## src/rtl/chh_pkg.sv

```systemverilog
// Shared constants, codes and types of the coincidence hit histogram.
package chh_pkg;

  // Histogram geometry and count width
  localparam int PLANE_BINS  = 120;
  localparam int DIFF_BINS   = 240;
  localparam int COUNT_BITS  = 32;

  // Offset that centers the difference histogram, tenths of a bin
  localparam int DIFF_OFFSET = 1195;

  // Position and bin arithmetic widths
  localparam int POS_W  = 12;
  localparam int MAG_W  = POS_W + 1;
  localparam int SUM_W  = POS_W + 2;
  localparam int BIN_W  = 11;  // quotients up to 819, limits up to 240

  // Store depths and address widths
  localparam int PLANE_DEPTH = PLANE_BINS * PLANE_BINS;
  localparam int DIFF_DEPTH  = DIFF_BINS * DIFF_BINS;
  localparam int PLANE_AW    = $clog2(PLANE_DEPTH);
  localparam int DIFF_AW     = $clog2(DIFF_DEPTH);
  localparam int CLR_DEPTH   = (PLANE_DEPTH > DIFF_DEPTH) ? PLANE_DEPTH : DIFF_DEPTH;
  localparam int CLR_W       = $clog2(CLR_DEPTH + 1);

  // Input transaction layout
  localparam int IN_DATA_W  = 72;
  localparam int IN_V0_BIT  = 0;
  localparam int IN_X0_LSB  = 1;
  localparam int IN_Y0_LSB  = 13;
  localparam int IN_V1_BIT  = 25;
  localparam int IN_X1_LSB  = 26;
  localparam int IN_Y1_LSB  = 38;
  localparam int IN_IMG_LSB = 50;
  localparam int IN_COL_LSB = 52;
  localparam int IN_ROW_LSB = 60;

  // Output transaction layout
  localparam int OUT_W        = 32;
  localparam int OUT_DATA_W   = 72;
  localparam int OUT_BIN_LSB  = 0;
  localparam int OUT_PEAK_LSB = 32;
  localparam int OUT_UPD_LSB  = 64;
  localparam int OUT_OOR_BIT  = 66;
  localparam int OUT_USED_W   = 67;

  // Action and image codes
  localparam logic       ACT_ACCUM  = 1'b0;
  localparam logic       ACT_READ   = 1'b1;
  localparam logic [1:0] IMG_PLANE0 = 2'd0;
  localparam logic [1:0] IMG_PLANE1 = 2'd1;
  localparam logic [1:0] IMG_DIFF   = 2'd2;

  typedef logic [COUNT_BITS-1:0] count_t;

  typedef enum logic [2:0] {
    S_CLEAR,
    S_IDLE,
    S_BIN,
    S_ADDR,
    S_UPD,
    S_OUT
  } chh_state_t;

  // Commands from the controller to the datapath
  typedef struct packed {
    logic clear;
    logic load_in;
    logic calc_bin;
    logic issue_rd;
    logic update;
    logic load_out;
  } chh_cmd_t;

  // Status from the datapath to the controller
  typedef struct packed {
    logic clr_last;
  } chh_sts_t;

endpackage

```

## src/rtl/chh_ctrl.sv

```systemverilog
// Controller state machine: clearing pass, item sequencing, output handshake.
module chh_ctrl (
  input  logic              clk,
  input  logic              rst_n,
  input  logic              in_tvalid,
  input  logic              out_tready,
  input  chh_pkg::chh_sts_t sts,
  output logic              in_tready,
  output logic              out_tvalid,
  output chh_pkg::chh_cmd_t cmd
);
  import chh_pkg::*;

  chh_state_t state_r, state_nxt;
  logic       out_valid_r, out_valid_nxt;
  logic       out_free;

  assign out_free = !out_valid_r || out_tready;

  // Next state
  always_comb begin
    state_nxt = state_r;
    case (state_r)
      S_CLEAR: if (sts.clr_last) state_nxt = S_IDLE;
      S_IDLE:  if (in_tvalid) state_nxt = S_BIN;
      S_BIN:   state_nxt = S_ADDR;
      S_ADDR:  state_nxt = S_UPD;
      S_UPD:   state_nxt = S_OUT;
      S_OUT:   if (out_free) state_nxt = S_IDLE;
      default: state_nxt = S_CLEAR;
    endcase
  end

  // Outputs and commands
  always_comb begin
    cmd       = '0;
    in_tready = 1'b0;
    case (state_r)
      S_CLEAR: cmd.clear = 1'b1;
      S_IDLE: begin
        in_tready   = 1'b1;
        cmd.load_in = in_tvalid;
      end
      S_BIN:   cmd.calc_bin = 1'b1;
      S_ADDR:  cmd.issue_rd = 1'b1;
      S_UPD:   cmd.update   = 1'b1;
      S_OUT:   cmd.load_out = out_free;
      default: cmd = '0;
    endcase
  end

  // Track the output register
  always_comb begin
    out_valid_nxt = out_valid_r;
    if (cmd.load_out) begin
      out_valid_nxt = 1'b1;
    end else if (out_tready) begin
      out_valid_nxt = 1'b0;
    end
  end

  always_ff @(posedge clk) begin
    if (!rst_n) begin
      state_r     <= S_CLEAR;
      out_valid_r <= 1'b0;
    end else begin
      state_r     <= state_nxt;
      out_valid_r <= out_valid_nxt;
    end
  end

  assign out_tvalid = out_valid_r;

endmodule

```

## config.mk

```make
export PLATFORM = sky130hd
export DESIGN_NAME = chh_ctrl
export DESIGN_NICKNAME = d
export VERILOG_FILES = /design/src/rtl/chh_pkg.sv /design/src/rtl/chh_ctrl.sv
export SDC_FILE = /design/constraint.sdc
export NUM_CORES = 1
export LEC_CHECK = 0
export BUFFER_PORTS_ARGS = -buffer_cell sky130_fd_sc_hd__buf_2
export CORE_AREA = 2 2 39 41
export CTS_BUF_LIST = sky130_fd_sc_hd__clkbuf_16
export DETAILED_ROUTE_END_ITERATION = 10
export DIE_AREA = 0 0 41 43
export GPL_TIMING_DRIVEN = 0
export HOLD_SLACK_MARGIN = 0.15
export PLACE_DENSITY_LB_ADDON = 0.08
export REMOVE_ABC_BUFFERS = 1
export SLEW_MARGIN = 20
export SYNTH_ARGS = -nofsm -noshare
export SYNTH_HDL_FRONTEND = slang
export SYNTH_SLANG_ARGS = --single-unit
```

## constraint.sdc

```tcl
create_clock -name clk -period 2.2 [get_ports clk]
set_input_delay 0.55 -clock clk [delete_from_list [all_inputs] [get_ports clk]]
set_output_delay 0.55 -clock clk [all_outputs]
set_load 0.02 [all_outputs]
```

* Word level (Yosys, flattened, before mapping)
Cells that the tools add are included.
** Word-level totals
- Output and inout port bits :: 8
- ROM bits :: 0
- Flip-flop bits (word level) :: 4
- Bits in writable memories :: 0
- Memories kept :: 0
- Bits of input ports :: 5
- Bits in latches :: 0
** Cells by class
- Eq/ne operators :: 8
- Shift operators :: 0
- Add/subtract/negate cells :: 0
- Multiplexer cells :: 13
- Multiply operators :: 0
- Bitwise gates (word level) :: 0
- Order comparisons :: 0
- Divide/modulo/power cells :: 0
- Reductions and logical operators :: 5
** Operator list (count)
- 3-bit case mux with 6 select lines :: 1
- 1-bit 2-to-1 mux :: 9
- 3-bit 2-to-1 mux :: 3
- 3-bit by 2-bit == test with 1-bit output, second input constant :: 2
- 3-bit == test, second input constant :: 2
- 2-bit != test, second input constant :: 3
- 3-bit by 1-bit == test with 1-bit output, second input constant :: 1
- 3-bit zero test :: 1
- 3-bit AND reduction :: 1
- 2-bit nonzero test :: 1
- 1-bit zero test :: 1
- 1-bit logical OR :: 1

* Longest topological paths before layout
- Depth in word-level cells :: 4
- Gate-level depth with buffers :: 4

* Worst setup path before layout
OpenSTA, ideal clock, no wires.
- Path type :: flip-flop to output port
- Start point :: register state_r[0]
- End point :: output port cmd[4] (netlist name)
- Stages on the path, launching flop included :: 4
- Data arrival time :: 1.098 ns
- Buffers on the path :: 1
- Setup slack :: 0.552 ns
- Cells stage by stage :: dfxtp_1 > buf_12 > nor3b_2 > and2_1
** RTL lines
- start, declared :: RTL line chh_ctrl.sv:14 : chh_state_t state_r, state_nxt;
- start signal, assigned :: RTL line chh_ctrl.sv:67 : state_r <= state_nxt;
- end, declared :: RTL line chh_ctrl.sv:10 : output chh_pkg::chh_cmd_t cmd

==> results.sh <==
export IMPL_hold_depth=2
export IMPL_finalInstanceArea_sq_um=378
export IMPL_die_w_um=41
export IMPL_cap_violations=0
export IMPL_power_total_uw=408
export IMPL_startpoint_type="flop"
export IMPL_final_core_util_pct=27.3
export IMPL_final_common_cell="buf_2"
export IMPL_power_density_nw_per_um2=1080
export IMPL_io_pins=13
export IMPL_rr_endpoint="state_r[2]$_SDFFE_PN0P_"
export IMPL_wirelength_um=535
export IMPL_routed_via_count=227
export IMPL_slew_viol_final=0
export IMPL_synthCells=28
export IMPL_drt_iter0_drc=4
export IMPL_cts_tree="built"
export IMPL_path_class="reg2out"
export IMPL_vias_per_cell=4.05
export IMPL_hold_viol=0
export IMPL_finalSetupViolCount=0
export IMPL_diodes=0
export IMPL_die_y_um=43
export IMPL_dieArea_sq_um=1760
export IMPL_antenna_found_initial=0
export IMPL_drc=0
export IMPL_cts_sinks=4
export IMPL_area_growth_pct=48.0
export IMPL_slew_headroom_pct=81.2
export IMPL_grt_pass1_vias=189
export IMPL_crit_end="cmd[4]"
export IMPL_p_leak_uw=0.000178
export IMPL_wire_per_inst_um=9.55
export IMPL_ys_types=19
export IMPL_fmax_mhz=568
export IMPL_endpoint_kind="output pin"
export IMPL_yosysSeqAreaShare_pct=31.4
export IMPL_dpl_cell_area_sq_um=303
export IMPL_drive_gt1_share_pct=40.0
export IMPL_start_util_pct=18.4
export IMPL_gr_total_overflow=0
export IMPL_cts_buffers=3
export IMPL_ys_ff_latch=4
export IMPL_cts_resized_gates=0
export IMPL_antenna_left=0
export IMPL_firstDrtPassIters=2
export IMPL_min_path_type="reg2reg"
export IMPL_final_cell_mix="buf_2, dfxtp_1, nor2b_1, clkbuf_16"
export IMPL_fin_crit_sh_pct=80.1
export IMPL_hold_buffers=0
export IMPL_synth_warnings=0
export IMPL_ir_drop_v=0.000535
export IMPL_fin_worst_skew_ps=1.94
export IMPL_htreeDepth=1
export IMPL_arrival_ps=1210
export IMPL_reg2reg_slack_ps=1220
export IMPL_postCtsSetupBuffers=0
export IMPL_cts_root_buffer="clkbuf_16"
export IMPL_grt_max_degree=11
export IMPL_cp_startpoint="state_r[0]$_SDFFE_PN0P_"
export IMPL_tightest_slew_ps=282
export IMPL_grt_pass1_wl_um=786
export IMPL_required_ps=1650
export IMPL_nNetsFinal=47
export IMPL_r2r_cells=3
export IMPL_grt_usage_pct=7.53
export IMPL_grt_setup_unrepaired="false"
export IMPL_syn_avg_cell_area_sq_um=9.12
export IMPL_outcome="completed"
export IMPL_clk_pin_slew_worst_paths_ps=30
export IMPL_setup_tns_ps=0
export IMPL_portBuffers=12
export IMPL_clk_latency_ps=220
export IMPL_syn_area_sq_um=255
export IMPL_rr_startpoint="state_r[1]$_SDFFE_PN0P_"
export IMPL_core_sq_um=1380
export IMPL_worstPathMaxFanout=9
export IMPL_gp_congestion=0.629
export IMPL_period_needed_ps=1760
export IMPL_row_count=14
export IMPL_cts_max_path_buffers=2
## registers in the layout, summed over array words and instances (netlist names)
register / flops
out_tvalid: 1
state_r: 3
## final cells by class
type | count | area, sq um
fillers | 162 | 1010
multi-input cells | 21 | 143
flip-flops and latches | 4 | 80.1
clock buffers | 3 | 75.1
repair buffers | 12 | 60.1
well taps | 16 | 20.0
## kinds of logic after synthesis
kind of cell    count (synthesis)  synth area share (%)
compound gates                  6                  15.7
simple gates                   14                  36.3
mux                             1                  3.92
flops                           4                  31.4
buf+inv                         3                  12.7
## layer usage
metal  track usage, %  vias up  share of wire (%)
met2             8.44       11                 44
met3             7.85        0                 14
li1                 -      118                  -
met4             6.00        0                  0
met5                0        -                  0
met1             7.72       98                 42
## how the worst min path moves through the flow
| stage | startpoint | end | slack [ps] |
|---|---|---|---|
| floorplan | state_r[2]$_SDFFE_PN0P_ | state_r[1]$_SDFFE_PN0P_ | 530 |
| global placement | out_tvalid$_SDFFE_PN0P_ | out_tvalid$_SDFFE_PN0P_ | 510 |
| detailed placement | out_tvalid$_SDFFE_PN0P_ | out_tvalid$_SDFFE_PN0P_ | 510 |
| CTS | out_tvalid$_SDFFE_PN0P_ | out_tvalid$_SDFFE_PN0P_ | 510 |
| global route | out_tvalid$_SDFFE_PN0P_ | out_tvalid$_SDFFE_PN0P_ | 540 |
| finish | out_tvalid$_SDFFE_PN0P_ | out_tvalid$_SDFFE_PN0P_ | 510 |
## power by group
group          switching, uW  internal, uW
combinational           21.7          20.3
clock                   48.3           232
sequential              8.38          77.0
## cells in the mapped netlist, drive strengths merged
| library cell | number | area (sq um) |
|---|---|---|
| o21ai | 1 | 5.00 |
| and2 | 2 | 12.5 |
| nand3b | 1 | 7.51 |
| o21bai | 1 | 7.51 |
| nand2b | 2 | 12.5 |
| mux2i | 1 | 10.0 |
| nor2 | 2 | 7.51 |
| a21oi | 1 | 5.00 |
| nor2b | 3 | 18.8 |
| nor3b | 2 | 20.0 |
| and3b | 1 | 8.76 |
| buf | 3 | 32.5 |
| nor3 | 1 | 5.00 |
| o21a | 1 | 7.51 |
| dfxtp | 4 | 80.1 |
| a21boi | 2 | 15.0 |
## critical path: stages (launching register included)
cell	delay, ps
dfxtp_1	470
nor3b_2	230
and2_1	140
buf_2	150
## stage by stage
step	setup WS (ps)	hold slack, ps	instances
finish	438	510	56
global placement	563	513	53
floorplan	541	534	25
global route	341	537	56
CTS	417	515	56
detailed placement	571	509	53
Note: power is estimated with default switching activity, not from simulation.
